**config.mk**
```make
export PLATFORM = sky130hd
export DESIGN_NAME = pfhs_front
export DESIGN_NICKNAME = d
export VERILOG_FILES = /design/src/pfhs_pkg.sv /design/src/pfhs_front.sv
export SDC_FILE = /design/constraint.sdc
export NUM_CORES = 1
export LEC_CHECK = 0
export BUFFER_PORTS_ARGS = -buffer_cell sky130_fd_sc_hd__buf_2
export CAP_MARGIN = 20
export CORE_MARGIN = 5
export CORE_UTILIZATION = 46
export DETAILED_ROUTE_END_ITERATION = 8
export PLACE_DENSITY = 0.83
export SYNTH_ARGS = -nofsm -noshare
export SYNTH_HDL_FRONTEND = slang
export SYNTH_SLANG_ARGS = --single-unit
```
**constraint.sdc**
```tcl
create_clock -name clk -period 7.4 [get_ports clk]
set_input_delay 1.48 -clock clk [delete_from_list [all_inputs] [get_ports clk]]
set_output_delay 1.48 -clock clk [all_outputs]
set_load 0.005 [all_outputs]
```
**src/pfhs_pkg.sv**
```systemverilog
package pfhs_pkg;

  // Field widths of the transfer items
  localparam int DATA_W    = 32;
  localparam int CFG_W     = 9;
  localparam int LVL_W     = 9;
  localparam int ERR_W     = 2;
  localparam int CFG_IDX_W = 2;

  // Depth of the queue between front and back
  localparam int QUEUE_DEPTH = 2;

  // Operation codes
  localparam logic OP_PUSH = 1'b0;
  localparam logic OP_POP  = 1'b1;

  // Error codes
  localparam logic [ERR_W-1:0] ERR_NONE     = 2'd0;
  localparam logic [ERR_W-1:0] ERR_NO_SPACE = 2'd1;
  localparam logic [ERR_W-1:0] ERR_EMPTY    = 2'd2;

  // Register indexes
  localparam logic [CFG_IDX_W-1:0] REG_INITIAL_LIMIT = 2'd0;
  localparam logic [CFG_IDX_W-1:0] REG_WINDOW_SIZE   = 2'd1;
  localparam logic [CFG_IDX_W-1:0] REG_POP_THRESHOLD = 2'd2;
  localparam logic [CFG_IDX_W-1:0] REG_OVERFLOW_MODE = 2'd3;

  // Register reset values
  localparam int RST_INITIAL_LIMIT = 256;
  localparam int RST_WINDOW_SIZE   = 16;
  localparam int RST_POP_THRESHOLD = 8;

  typedef struct packed {
    logic              operation;
    logic [DATA_W-1:0] payload;
    logic              start_flag;
    logic              end_flag;
    logic              final_flag;
  } in_item_t;

  typedef struct packed {
    logic [DATA_W-1:0] popped_payload;
    logic              popped_start;
    logic              popped_end;
    logic              popped_final;
    logic [LVL_W-1:0]  space_avail;
    logic [LVL_W-1:0]  current_limit;
    logic              store_empty;
    logic              head_is_start;
    logic              window_full;
    logic              ready_to_pop;
    logic [ERR_W-1:0]  error_code;
  } out_item_t;

  // One stored word
  typedef struct packed {
    logic [DATA_W-1:0] payload;
    logic              start_flag;
    logic              end_flag;
    logic              final_flag;
  } word_t;

  // Classified command passed from front to back
  typedef struct packed {
    logic  is_pop;
    logic  end_last;
    word_t word;
  } cmd_t;

endpackage

```
**src/pfhs_front.sv**
```systemverilog
module pfhs_front (
  input  logic              clk,
  input  logic              rst_n,
  input  logic              in_valid,
  output logic              in_stall,
  input  pfhs_pkg::in_item_t in_data,
  output logic              q_push_valid,
  input  logic              q_full,
  output pfhs_pkg::cmd_t    q_push_cmd
);
  import pfhs_pkg::*;

  logic f_valid_r;
  cmd_t f_cmd_r;
  cmd_t f_cmd_nxt;
  logic take;

  // Classify the incoming item
  always_comb begin
    f_cmd_nxt.is_pop   = (in_data.operation == OP_POP);
    f_cmd_nxt.end_last = in_data.end_flag && in_data.final_flag &&
                         (in_data.operation == OP_PUSH);
    if (in_data.operation == OP_POP) begin
      f_cmd_nxt.word = '0;
    end else begin
      f_cmd_nxt.word.payload    = in_data.payload;
      f_cmd_nxt.word.start_flag = in_data.start_flag;
      f_cmd_nxt.word.end_flag   = in_data.end_flag;
      f_cmd_nxt.word.final_flag = in_data.final_flag;
    end
  end

  // Hold the stage while the queue is full
  assign in_stall     = f_valid_r && q_full;
  assign take         = in_valid && !in_stall;
  assign q_push_valid = f_valid_r;
  assign q_push_cmd   = f_cmd_r;

  always_ff @(posedge clk) begin
    if (!rst_n) begin
      f_valid_r <= 1'b0;
    end else begin
      if (!f_valid_r || !q_full) begin
        f_valid_r <= in_valid;
      end
      if (take) begin
        f_cmd_r <= f_cmd_nxt;
      end
    end
  end

endmodule

```
Yosys cells after proc, flatten, opt, wreduce, memory -nomap -nowiden. Cells that the tools add are included. W data, S select, Z words.

Output and inout port bits: 39. Word-level logic and storage cells: 17. Input bits: 40. Latch bits: 0. Memory bits (read-only): 0. Memories kept: 0. Register bits: 38. RAM bits: 0.

Equality and inequality tests: 0. Add/sub/neg operators: 0. Magnitude comparators: 0. Shift-type cells: 0. Mux-type cells: 0. Div/mod/pow operators: 0. Bitwise logic cells: 1. Reductions and logical operators: 9. $mul: 0.

Operators with widths (number): $logic_and A1 B1 Y1 (4); $logic_not A1 Y1 (3); $reduce_and A2 Y1 (1); $logic_or A1 B1 Y1 (1); $not A1 Y1 (1).

Depth between registers and ports, before layout.
Depth after elaboration: 4. Gate-level depth with buffers: 2. Depth with buffers taken out: 2.

Least setup slack after synthesis. OpenSTA, ideal clock, no wires.

Kind: input port to flip-flop. From: input q_full. To: register f_cmd_r, in the netlist q_push_cmd[0] (enable). Data arrival time: 3244 ps. Slack: 3724 ps. Stages: 2. Library setup time: 432 ps. Path buffers: 0. Required time: 6968 ps. Cells stage by stage: and2_1 > nor2_1.

Cells in the longest elaborated chain, start to end: 4.

RTL lines: start: declaration (line pfhs_front.sv:8) `input logic q_full,`; $logic_and A1 B1 Y1 (line pfhs_front.sv:34) `assign in_stall = f_valid_r && q_full;`; $logic_not A1 Y1 (line pfhs_front.sv:35) `assign take = in_valid && !in_stall;`; $logic_and A1 B1 Y1 (line pfhs_front.sv:35); $reduce_and A2 Y1 (no line); end signal: assignment (line pfhs_front.sv:47) `f_cmd_r <= f_cmd_nxt;`; end: declaration (line pfhs_front.sv:14) `cmd_t f_cmd_r;`.

No other way between the ends. A chain may end at the register's enable or synchronous reset.

Worst setup path after layout.
From: input q_full. To: output in_stall.

Cells in the longest elaborated chain, start to end: 1.

RTL lines: $logic_and A1 B1 Y1 (line pfhs_front.sv:34); end: declaration (line pfhs_front.sv:5) `output logic in_stall,`.

No other way between the ends.

==> impl_results.md <==
* Worst Setup SP: q_full
* Leak at 0.798 nW
* # IOs at 79
* Final cell count without fillers at roughly 200
* Worst hold-check path type: flip-flop to flip-flop
* Final Instance Area at 1880 um2
* Post-CTS Setup Bufs at 0
* Period Utilization, post-route at 45.8%
* CP arrival at 1.91 ns
* DR WL/cell at around 13 um
* Cell Pwr Density at 203 nW/um2
* Worst skew pair latency at 0.32 ns
* Initial core utilization at between 40% and 50%
* PortBufs at slightly below 80
* Resized cells post-CTS at 0
* Kind of end point of the critical path: output port
* Clk buf depth at 2
* WHS Path Cells at 2
* Setup TNS Final at 0 ns
* DIE AREA at between 4000 and 5000 um2
* Layout area overhead at 32.0%
* Final WS setup at approximately 4.0 ns
* Share of cells above drive strength 1 at between 50% and 60%
* All-Layer GR Usage at around an eighth
* Worst-case reg-to-reg path depth at 2
* Vias in the first global route at slightly above 900
* Yosys warnings at 0
* RR Endpoint: q_push_cmd[7]
* Slew headroom at 35.7%
* Drt initial violations at 26
* Worst Path Required at between 5 and 6 ns
* Worst hold endpoint: q_push_valid
* Syn Area/Cell at 17.6 um2
* Synthesized instance count at between 80 and 90
* Hold Vio Cnt, Final at 0
* Residual DRC at 0
* R2r startpoint: q_push_valid
* Worst-path fanout max at 3
* Achievable Freq at between 0.2 and 0.3 GHz
* Synth unique cells at 10
* Min Tclk post-route at 3.39 ns
* Die width at approximately 66 um
* Total CTS buffers at 5
* Total power at ~0.00038 W
* Worst-margin pin slew at 0.962 ns
* Die height at between 60 and 70 um
* Pre-Repair DR Iteration Count at 2
* Filler Cell Count at 245
* Max_cap viols at 0
* Setup Crit Path Kind: input port to output port
* Gp weighted congestion at 0.648
* Total nets after synthesis at around 120
* Storage element area at 1130 um2
* DRT antenna net count at 0
* Worst hold start: q_push_valid
* Reg clk slew, reported paths at around 0.10 ns
* Status: complete, no violations
* Nets at between 200 and 250
* Register area share after synthesis at 79.4%
* Placed cells at 189
* Dpl ws at roughly 4.0 ns
* GR Overflow Total at 0
* Root buf cell: clkbuf_4
* H-tree depth at 2
* Via count at 909
* Peak VDD IR at 0.000117 V
* Wire length after detailed routing at approximately 2600 um
* Area occupied by multi-input gates at between 200 and 300 um2
* RSZ-0062 raised after global routing: no
* Placed Area at 1830 um2
* Cts hold-fix bufs at 0
* Initial antenna violation count at 0
* Hpwl dp at 2030 um
* Post-Syn Area at approximately 1400 um2
* Clock tree from TritonCTS: yes
* Largest net degree at the start of global routing at 38
* Row Count at 20
* Global-route wire length before repair at around 4100 um
* Vias per inst at approximately 4.6
* Final Setup Violations at 0
* Worst reg2reg setup slack at between 5 and 6 ns
* Core Area at roughly 3000 um2
* Synthesized flop and latch total at 38
* Skew final at between 0.006 and 0.007 ns
* Pins over their slew limit at 0
* Number of diodes at 0
* Sink Count at 38
* Critical Path Start Type: input port
## how the worst max path moves through the flow
stage,to,slack (ns),cells after the start
final,in_stall,4.01,3
after global routing,in_stall,4.01,3
after CTS,in_stall,4.01,3
after detailed placement,in_stall,4.02,3
after global placement,in_stall,4.03,3
after floorplan,q_push_cmd[0],3.72,2
## power breakdown
group	internal (W)	total, W	leakage, nW	switching, W
logic	0.0000192	0.0000358	0.412	0.0000166
registers	0.000248	0.000250	0.356	0.00000229
clock network	0.0000357	0.0000963	0.0297	0.0000605
## layout by cell type (no fill, tap or decap)
cell type / netlist / layout
buf_2: 0 / 78
edfxtp_1: 37 / 37
nor2b_1: 30 / 30
clkbuf_4: 0 / 5
and2b_2: 4 / 4
and2_1: 2 / 2
nor2b_2: 1 / 1
nand2_1: 1 / 1
nor2_4: 0 / 1
o21a_1: 1 / 1
clkinv_2: 0 / 1
clkbuf_1: 0 / 1
clkinv_1: 0 / 1
dfxtp_1: 1 / 1
## cell type report
class,instances,area share (%)
Clock buffer,6,2.20
Clock inverter,2,0.466
Multi-Input combinational cell,40,14.2
Sequential cell,38,60.2
Tap cell,33,2.20
Timing Repair Buffer,78,20.8
## synth_stat cells
cell,instances,area share [%]
nor2_1,1,0.26
nand2_1,1,0.26
o21a_1,1,0.53
and2_1,2,0.88
and2b_2,4,2.5
nor2b_1,30,13
nor2b_2,1,0.62
edfxtp_1,37,78
buf_6,3,2.4
dfxtp_1,1,1.4
## metal layers
| metal | vias to the layer above | wire length [um] | GRT usage (%) |
|---|---|---|---|
| li1 | 446 | - | - |
| met2 | 42 | 1340 | 21.3 |
| met4 | 0 | 31 | 6.22 |
| met5 | - | 0 | 0 |
| met1 | 416 | 981 | 14.1 |
| met3 | 5 | 266 | 6.50 |
## registers in the layout (all words and copies together), names as in the netlist
signal	flops
q_push_cmd	37
q_push_valid	1
## cell families (layout without fill, tap and decap cells)
group	Yosys count	after routing	share of synthesized area [%]
flops	38	38	79.4
compound gates	1	1	0.527
buf+inv	3	86	2.37
simple gates	39	39	17.7
## metrics by stage
| step | hold WS [ns] | utilization, % |
|---|---|---|
| after CTS | 0.707 | 62.6 |
| after global placement | 0.631 | 60.9 |
| after global routing | 0.734 | 62.6 |
| final | 0.703 | 62.6 |
| after floorplan | 0.622 | - |
| after detailed placement | 0.675 | 60.9 |
## worst max-delay path: stages
cell	delay, ns
buf_2	0.09
and2_1	0.19
buf_2	0.14
No activity file was read; power rests on OpenSTA's default activity.
