==> config.mk <==
export PLATFORM = sky130hd
export DESIGN_NAME = pfhs_queue
export DESIGN_NICKNAME = d
export VERILOG_FILES = /design/src/pfhs_pkg.sv /design/src/pfhs_queue.sv
export SDC_FILE = /design/constraint.sdc
export NUM_CORES = 1
export LEC_CHECK = 0
export BUFFER_PORTS_ARGS = -buffer_cell sky130_fd_sc_hd__buf_2
export CAP_MARGIN = 20
export CORE_ASPECT_RATIO = 0.7
export CORE_MARGIN = 1.5
export CORE_UTILIZATION = 37
export CTS_BUF_LIST = sky130_fd_sc_hd__clkbuf_2
export DETAILED_ROUTE_END_ITERATION = 16
export SETUP_SLACK_MARGIN = 0.02
export SYNTH_ARGS = -nofsm -noshare
export SYNTH_HDL_FRONTEND = slang
export SYNTH_SLANG_ARGS = --single-unit
export TNS_END_PERCENT = 5
==> constraint.sdc <==
create_clock -name clk -period 10.1 [get_ports clk]
set_clock_uncertainty 0.1 [all_clocks]
set_input_delay 0.505 -clock clk [delete_from_list [all_inputs] [get_ports clk]]
set_output_delay 0.505 -clock clk [all_outputs]
set_load 0.1 [all_outputs]
==> src/pfhs_pkg.sv <==
package pfhs_pkg;

  // Field widths of the transfer items
  localparam int DATA_W    = 32;
  localparam int CFG_W     = 9;
  localparam int LVL_W     = 9;
  localparam int ERR_W     = 2;
  localparam int CFG_IDX_W = 2;

  // Depth of the queue between front and back
  localparam int QUEUE_DEPTH = 2;

  // Operation codes
  localparam logic OP_PUSH = 1'b0;
  localparam logic OP_POP  = 1'b1;

  // Error codes
  localparam logic [ERR_W-1:0] ERR_NONE     = 2'd0;
  localparam logic [ERR_W-1:0] ERR_NO_SPACE = 2'd1;
  localparam logic [ERR_W-1:0] ERR_EMPTY    = 2'd2;

  // Register indexes
  localparam logic [CFG_IDX_W-1:0] REG_INITIAL_LIMIT = 2'd0;
  localparam logic [CFG_IDX_W-1:0] REG_WINDOW_SIZE   = 2'd1;
  localparam logic [CFG_IDX_W-1:0] REG_POP_THRESHOLD = 2'd2;
  localparam logic [CFG_IDX_W-1:0] REG_OVERFLOW_MODE = 2'd3;

  // Register reset values
  localparam int RST_INITIAL_LIMIT = 256;
  localparam int RST_WINDOW_SIZE   = 16;
  localparam int RST_POP_THRESHOLD = 8;

  typedef struct packed {
    logic              operation;
    logic [DATA_W-1:0] payload;
    logic              start_flag;
    logic              end_flag;
    logic              final_flag;
  } in_item_t;

  typedef struct packed {
    logic [DATA_W-1:0] popped_payload;
    logic              popped_start;
    logic              popped_end;
    logic              popped_final;
    logic [LVL_W-1:0]  space_avail;
    logic [LVL_W-1:0]  current_limit;
    logic              store_empty;
    logic              head_is_start;
    logic              window_full;
    logic              ready_to_pop;
    logic [ERR_W-1:0]  error_code;
  } out_item_t;

  // One stored word
  typedef struct packed {
    logic [DATA_W-1:0] payload;
    logic              start_flag;
    logic              end_flag;
    logic              final_flag;
  } word_t;

  // Classified command passed from front to back
  typedef struct packed {
    logic  is_pop;
    logic  end_last;
    word_t word;
  } cmd_t;

endpackage

==> src/pfhs_queue.sv <==
module pfhs_queue (
  input  logic           clk,
  input  logic           rst_n,
  input  logic           push_valid,
  output logic           full,
  input  pfhs_pkg::cmd_t push_cmd,
  output logic           pop_valid,
  input  logic           pop_take,
  output pfhs_pkg::cmd_t pop_cmd
);
  import pfhs_pkg::*;

  localparam int QPTR_W = $clog2(QUEUE_DEPTH);
  localparam int QCNT_W = $clog2(QUEUE_DEPTH + 1);

  cmd_t              ent_r [QUEUE_DEPTH];
  logic [QPTR_W-1:0] rd_ptr_r;
  logic [QPTR_W-1:0] wr_ptr_r;
  logic [QCNT_W-1:0] cnt_r;
  logic              do_push;
  logic              do_pop;

  assign full      = (cnt_r == QCNT_W'(QUEUE_DEPTH));
  assign pop_valid = (cnt_r != '0);
  assign pop_cmd   = ent_r[rd_ptr_r];
  assign do_push   = push_valid && !full;
  assign do_pop    = pop_take && pop_valid;

  function automatic logic [QPTR_W-1:0] qinc(input logic [QPTR_W-1:0] p);
    return (p == QPTR_W'(QUEUE_DEPTH - 1)) ? '0 : p + 1'b1;
  endfunction

  // Advance pointers and count
  always_ff @(posedge clk) begin
    if (!rst_n) begin
      rd_ptr_r <= '0;
      wr_ptr_r <= '0;
      cnt_r    <= '0;
    end else begin
      if (do_push) begin
        ent_r[wr_ptr_r] <= push_cmd;
        wr_ptr_r        <= qinc(wr_ptr_r);
      end
      if (do_pop) begin
        rd_ptr_r <= qinc(rd_ptr_r);
      end
      if (do_push && !do_pop) begin
        cnt_r <= cnt_r + 1'b1;
      end else if (do_pop && !do_push) begin
        cnt_r <= cnt_r - 1'b1;
      end
    end
  end

endmodule

# [After elaboration in Yosys (flattened, before gate mapping)]
# Memories as Yosys holds them, arrays and structs flattened. A register that Yosys moved wholly into a read port is not among the register bits.
# Index checks and enable logic that the tools add are counted.
[word_totals] mem_count=1 mem_bits_rw=74 inputBits=41 output_inout_bits=39 ff_bits=4
[classes] addsub=4 eq_ne=1 mux=9 n_reduce_logical=9
[mem_list] memory="ent_r" words=2 word_bits=37 rd=1 rd_clocked_by_memory_dff=1 wr=1 line="pfhs_queue.sv:16" rtl="cmd_t ent_r [QUEUE_DEPTH];"
[op_table] operator="2-to-1 mux 1 bit" count=7
[op_table] operator="logical AND 1 bit" count=4
[op_table] operator="2-to-1 mux 2 bit" count=2
[op_table] operator="nonzero test 2 bit" count=2
[op_table] operator="zero test 1 bit" count=3
[op_table] operator="adder 1 bit, second input constant" count=2
[op_table] operator="adder 2 x 1 -> 2 bit, second input constant" count=1
[op_table] operator="== test 2 bit, second input constant" count=1
[op_table] operator="subtractor 2 x 1 -> 2 bit, second input constant" count=1

# [Logic depth before layout (Yosys ltp)]
[logic_depth] word_depth=7 depth_mapped=6 mapped_depth_nobuf=6

# [Least setup slack after synthesis]
# Ideal clock, no wire load.
[synth_path] path_type="reg2reg" from="register cnt_r[1]" to="memory ent_r[0][0] (netlist name) (enable)" stages_incl_launch_ff=3 path_slack_ns=4.875 synth_period_minus_slack_ns=5.225 arrival_ns=4.588 path_cell_list="dfxtp_1 > nor2b_2 > nor4b_1"
[synth_between] elab_chain_len=6
[synth_rtl] item="from (decl)" line="pfhs_queue.sv:19" rtl="logic [QCNT_W-1:0] cnt_r;"
[synth_rtl] item="from (signal assigned)" line="pfhs_queue.sv:48" rtl="cnt_r <= cnt_r + 1'b1;"
[synth_rtl] item="from (signal assigned)" line="pfhs_queue.sv:50" rtl="cnt_r <= cnt_r - 1'b1;"
[synth_rtl] item="== test 2 bit" line="pfhs_queue.sv:23" rtl="assign full = (cnt_r == QCNT_W'(QUEUE_DEPTH));"
[synth_rtl] item="net full" line="pfhs_queue.sv:5" rtl="output logic full,"
[synth_rtl] item="zero test 1 bit" line="pfhs_queue.sv:26" rtl="assign do_push = push_valid && !full;"
[synth_rtl] item="logical AND 1 bit" line="pfhs_queue.sv:26"
[synth_rtl] item="2-to-1 mux 1 bit" line="pfhs_queue.sv:40" rtl="if (do_push) begin"
[synth_rtl] item="2-to-1 mux 1 bit" line="pfhs_queue.sv:35" rtl="if (!rst_n) begin"
[synth_rtl] item="2-to-1 mux 1 bit (implied by the code)" line="pfhs_queue.sv:41" rtl="ent_r[wr_ptr_r] <= push_cmd;"
[synth_rtl] item="to (decl)" line="pfhs_queue.sv:16"
# The timed path passes the listed nets, and every way through them passes these cells.

==> impl_results.md <==
* Chip height at 77.12 um
* Finish-stage setup viols at 0
* Syn-to-layout area delta at 21.63%
* CTS tree: built
* Wire length of the first global-routing pass at 7.817 mm
* Layout Nets at 270
* CTS buffer count at 9
* Drt initial violations at 39
* Worst Setup End Kind: output pin
* Post-Syn Area at 2904 sq um
* Avg Inst Size Synth at 20.74 sq um
* Multi-input gate area at 558.0 sq um
* Clk slew on worst S/H paths at 0.21 ns
* DIE AREA at 8398 sq um
* Final Non-Filler Cells at 331
* Pwr Density at 298.3 nW/um^2
* Dpl cells at 315
* CP Buf/Inv Count at 1
* Post-CTS setup buffer count at 0
* Unique cell type count in the Yosys netlist at 19
* Pins Over Slew Limit at 0
* Commonest non-fill, non-tap cell in the layout: buf_2
* I/O Pins at 80
* Post-DRT Antenna Nets at 0
* Seq. cell area at 2323 sq um
* Final critical-path share of the clock period at 27.62%
* Maxcap violations at 0
* Clock Tree Root: clkbuf_2
* Initial Util at 38.98%
* CP top delay family: flip-flops
* FILL cells at 667
* WP data arrival at 2.18 ns
* Post-CTS sizing at 0
* Final HPWL DP at 3.119 mm
* Crit Path Category: register to output pin
* Syn nets at 182
* Die Wd at 108.9 um
* Status: finished clean
* Clk_lat worst skew at 0.47 ns
* PnR worst setup slack at 7.311 ns
* Slew @ Worst Pin at 0.9024 ns
* Cell Rows at 26
* Vias in the first global route at 1,584
* TNS Setup at 0 ns
* Peak supply drop at 0.1383 mV
* DRC viols at 0
* Hold/Removal Path Class: primary input to register
* Via Count at 1,495
* Ant diodes at 0
* I/O Buffers at 79
* Slowest-stage cell, CP: dfxtp_2
* DR vias/cell at 4.517
* Largest net degree at the start of global routing at 38
* Total length of routed wires at 4.844 mm
* Setup Slack @ Placement at 7.783 ns
* Pleak at 1.306 nW
* Worst-path cell chain: mux2_2 > buf_2
* Final hold violation count at 0
* TritonCTS Sinks at 79
* Minimum clock period at 2.789 ns
* GRT overflow at 0
* Max-slew headroom at 39.84%
* Wire length per cell at 14.63 um
* Drt pass-1 iters at 4
* GP Congestion at 0.6918
* Worst Setup Start Kind: register
* Critical path peak fanout at 37
* Layout cells sized above 1 at 59.66%
* All-Layer GR Usage at 12.71%
* Sequential fraction of the synthesis area at 79.97%
* Hold buffers post-CTS at 0
* Worst EP required at 9.50 ns
* Core area at 7450 sq um
* Commonest cells after routing, fill and taps aside: buf_2 (79), edfxtp_1 (74), mux2_2 (37)
* Syn Inst Count at 140
* Largest stage delay on the critical path at 0.96 ns
* Max Freq at 358.5 MHz
* Synth Warn # at 0
* Htree depth at 3
* Initial antenna violation count at 0
* Clock Path Buffers at 2
* RSZ-0062 raised after global routing: false
* Synthesized flop and latch total at 79
-- cells in the mapped netlist, drive strengths merged --
| master | instances | area share [%] |
|---|---|---|
| xor2 | 1 | 0.30 |
| dfxtp | 5 | 3.4 |
| nor4b | 1 | 0.30 |
| or2 | 1 | 0.22 |
| and3 | 1 | 0.22 |
| or3 | 2 | 0.43 |
| nor2 | 1 | 0.13 |
| buf | 4 | 0.95 |
| and2 | 3 | 0.65 |
| a21boi | 2 | 0.52 |
| inv | 1 | 0.13 |
| ha | 1 | 0.43 |
| nor2b | 1 | 0.30 |
| mux2 | 37 | 14 |
| edfxtp | 74 | 77 |
| xnor2 | 2 | 0.60 |
| o21ai | 3 | 0.52 |
-- power breakdown --
part           leakage [nW]  switching (mW)  total (mW)  internal [mW]
sequential            0.720          0.0314       0.422          0.391
combinational         0.519           0.375       0.471         0.0957
clock                0.0681           0.101       0.161         0.0592
total                  1.31           0.508        1.05          0.546
-- registers in the layout (all words and copies together) (netlist names), named ones only --
| register | cells |
|---|---|
| cnt_r | 2 |
| rd_ptr_r | 1 |
| wr_ptr_r | 1 |
| ent_r | 74 |
-- final cells by class --
class	instances	area share, %
inverters	1	0.1063
repair buffers	81	11.62
well taps	98	3.471
multi-input cells	56	15.80
flip-flops and latches	79	65.78
clock inverters	5	1.665
clock buffers	11	1.559
-- metal layers --
layer,global-route usage (%),up-vias,part of all wire (%)
li1,-,721,-
met5,0,-,0
met4,3.947,0,1.1
met1,15.28,717,43
met2,20.00,50,48
met3,6.207,7,7.7
-- through the flow --
step | power, mW | utilization [%] | cell area, sq um | hold WS (ns)
after floorplan | 0.8399 | - | 2904 | 0.3657
after global placement | 0.9021 | 45.89 | 3418 | 0.3957
after detailed placement | 0.9042 | 45.89 | 3418 | 0.4046
after CTS | 1.066 | 47.41 | 3532 | 0.02707
after global routing | 1.097 | 47.41 | 3532 | 0.01681
final | 1.054 | 47.41 | 3532 | 0.08782
-- kinds of logic (layout without fill, tap and decap cells) --
group	after synthesis	after routing	synth area share [%]
fa+ha+maj	1	1	0.4308
compound gates	5	5	1.034
mux	37	37	14.35
buf+inv	5	98	1.077
simple gates	10	10	2.241
flops	79	79	79.97
xor+xnor	3	3	0.9049
-- final timing paths --
check,startpoint,to,slack (ns),cells after the start
worst max register to register,cnt_r[0]$_SDFFE_PN0P_,ent_r[1][29]$_DFFE_PP_,8.08,3
worst min register to register,wr_ptr_r$_SDFFE_PN0P_,wr_ptr_r$_SDFFE_PN0P_,0.42,2
worst min-delay path,push_cmd[26],ent_r[0][26]$_DFFE_PP_,0.09,1
worst max-delay path,register,pop_cmd[4],7.31,2
Note: power is estimated with default switching activity, not from simulation.
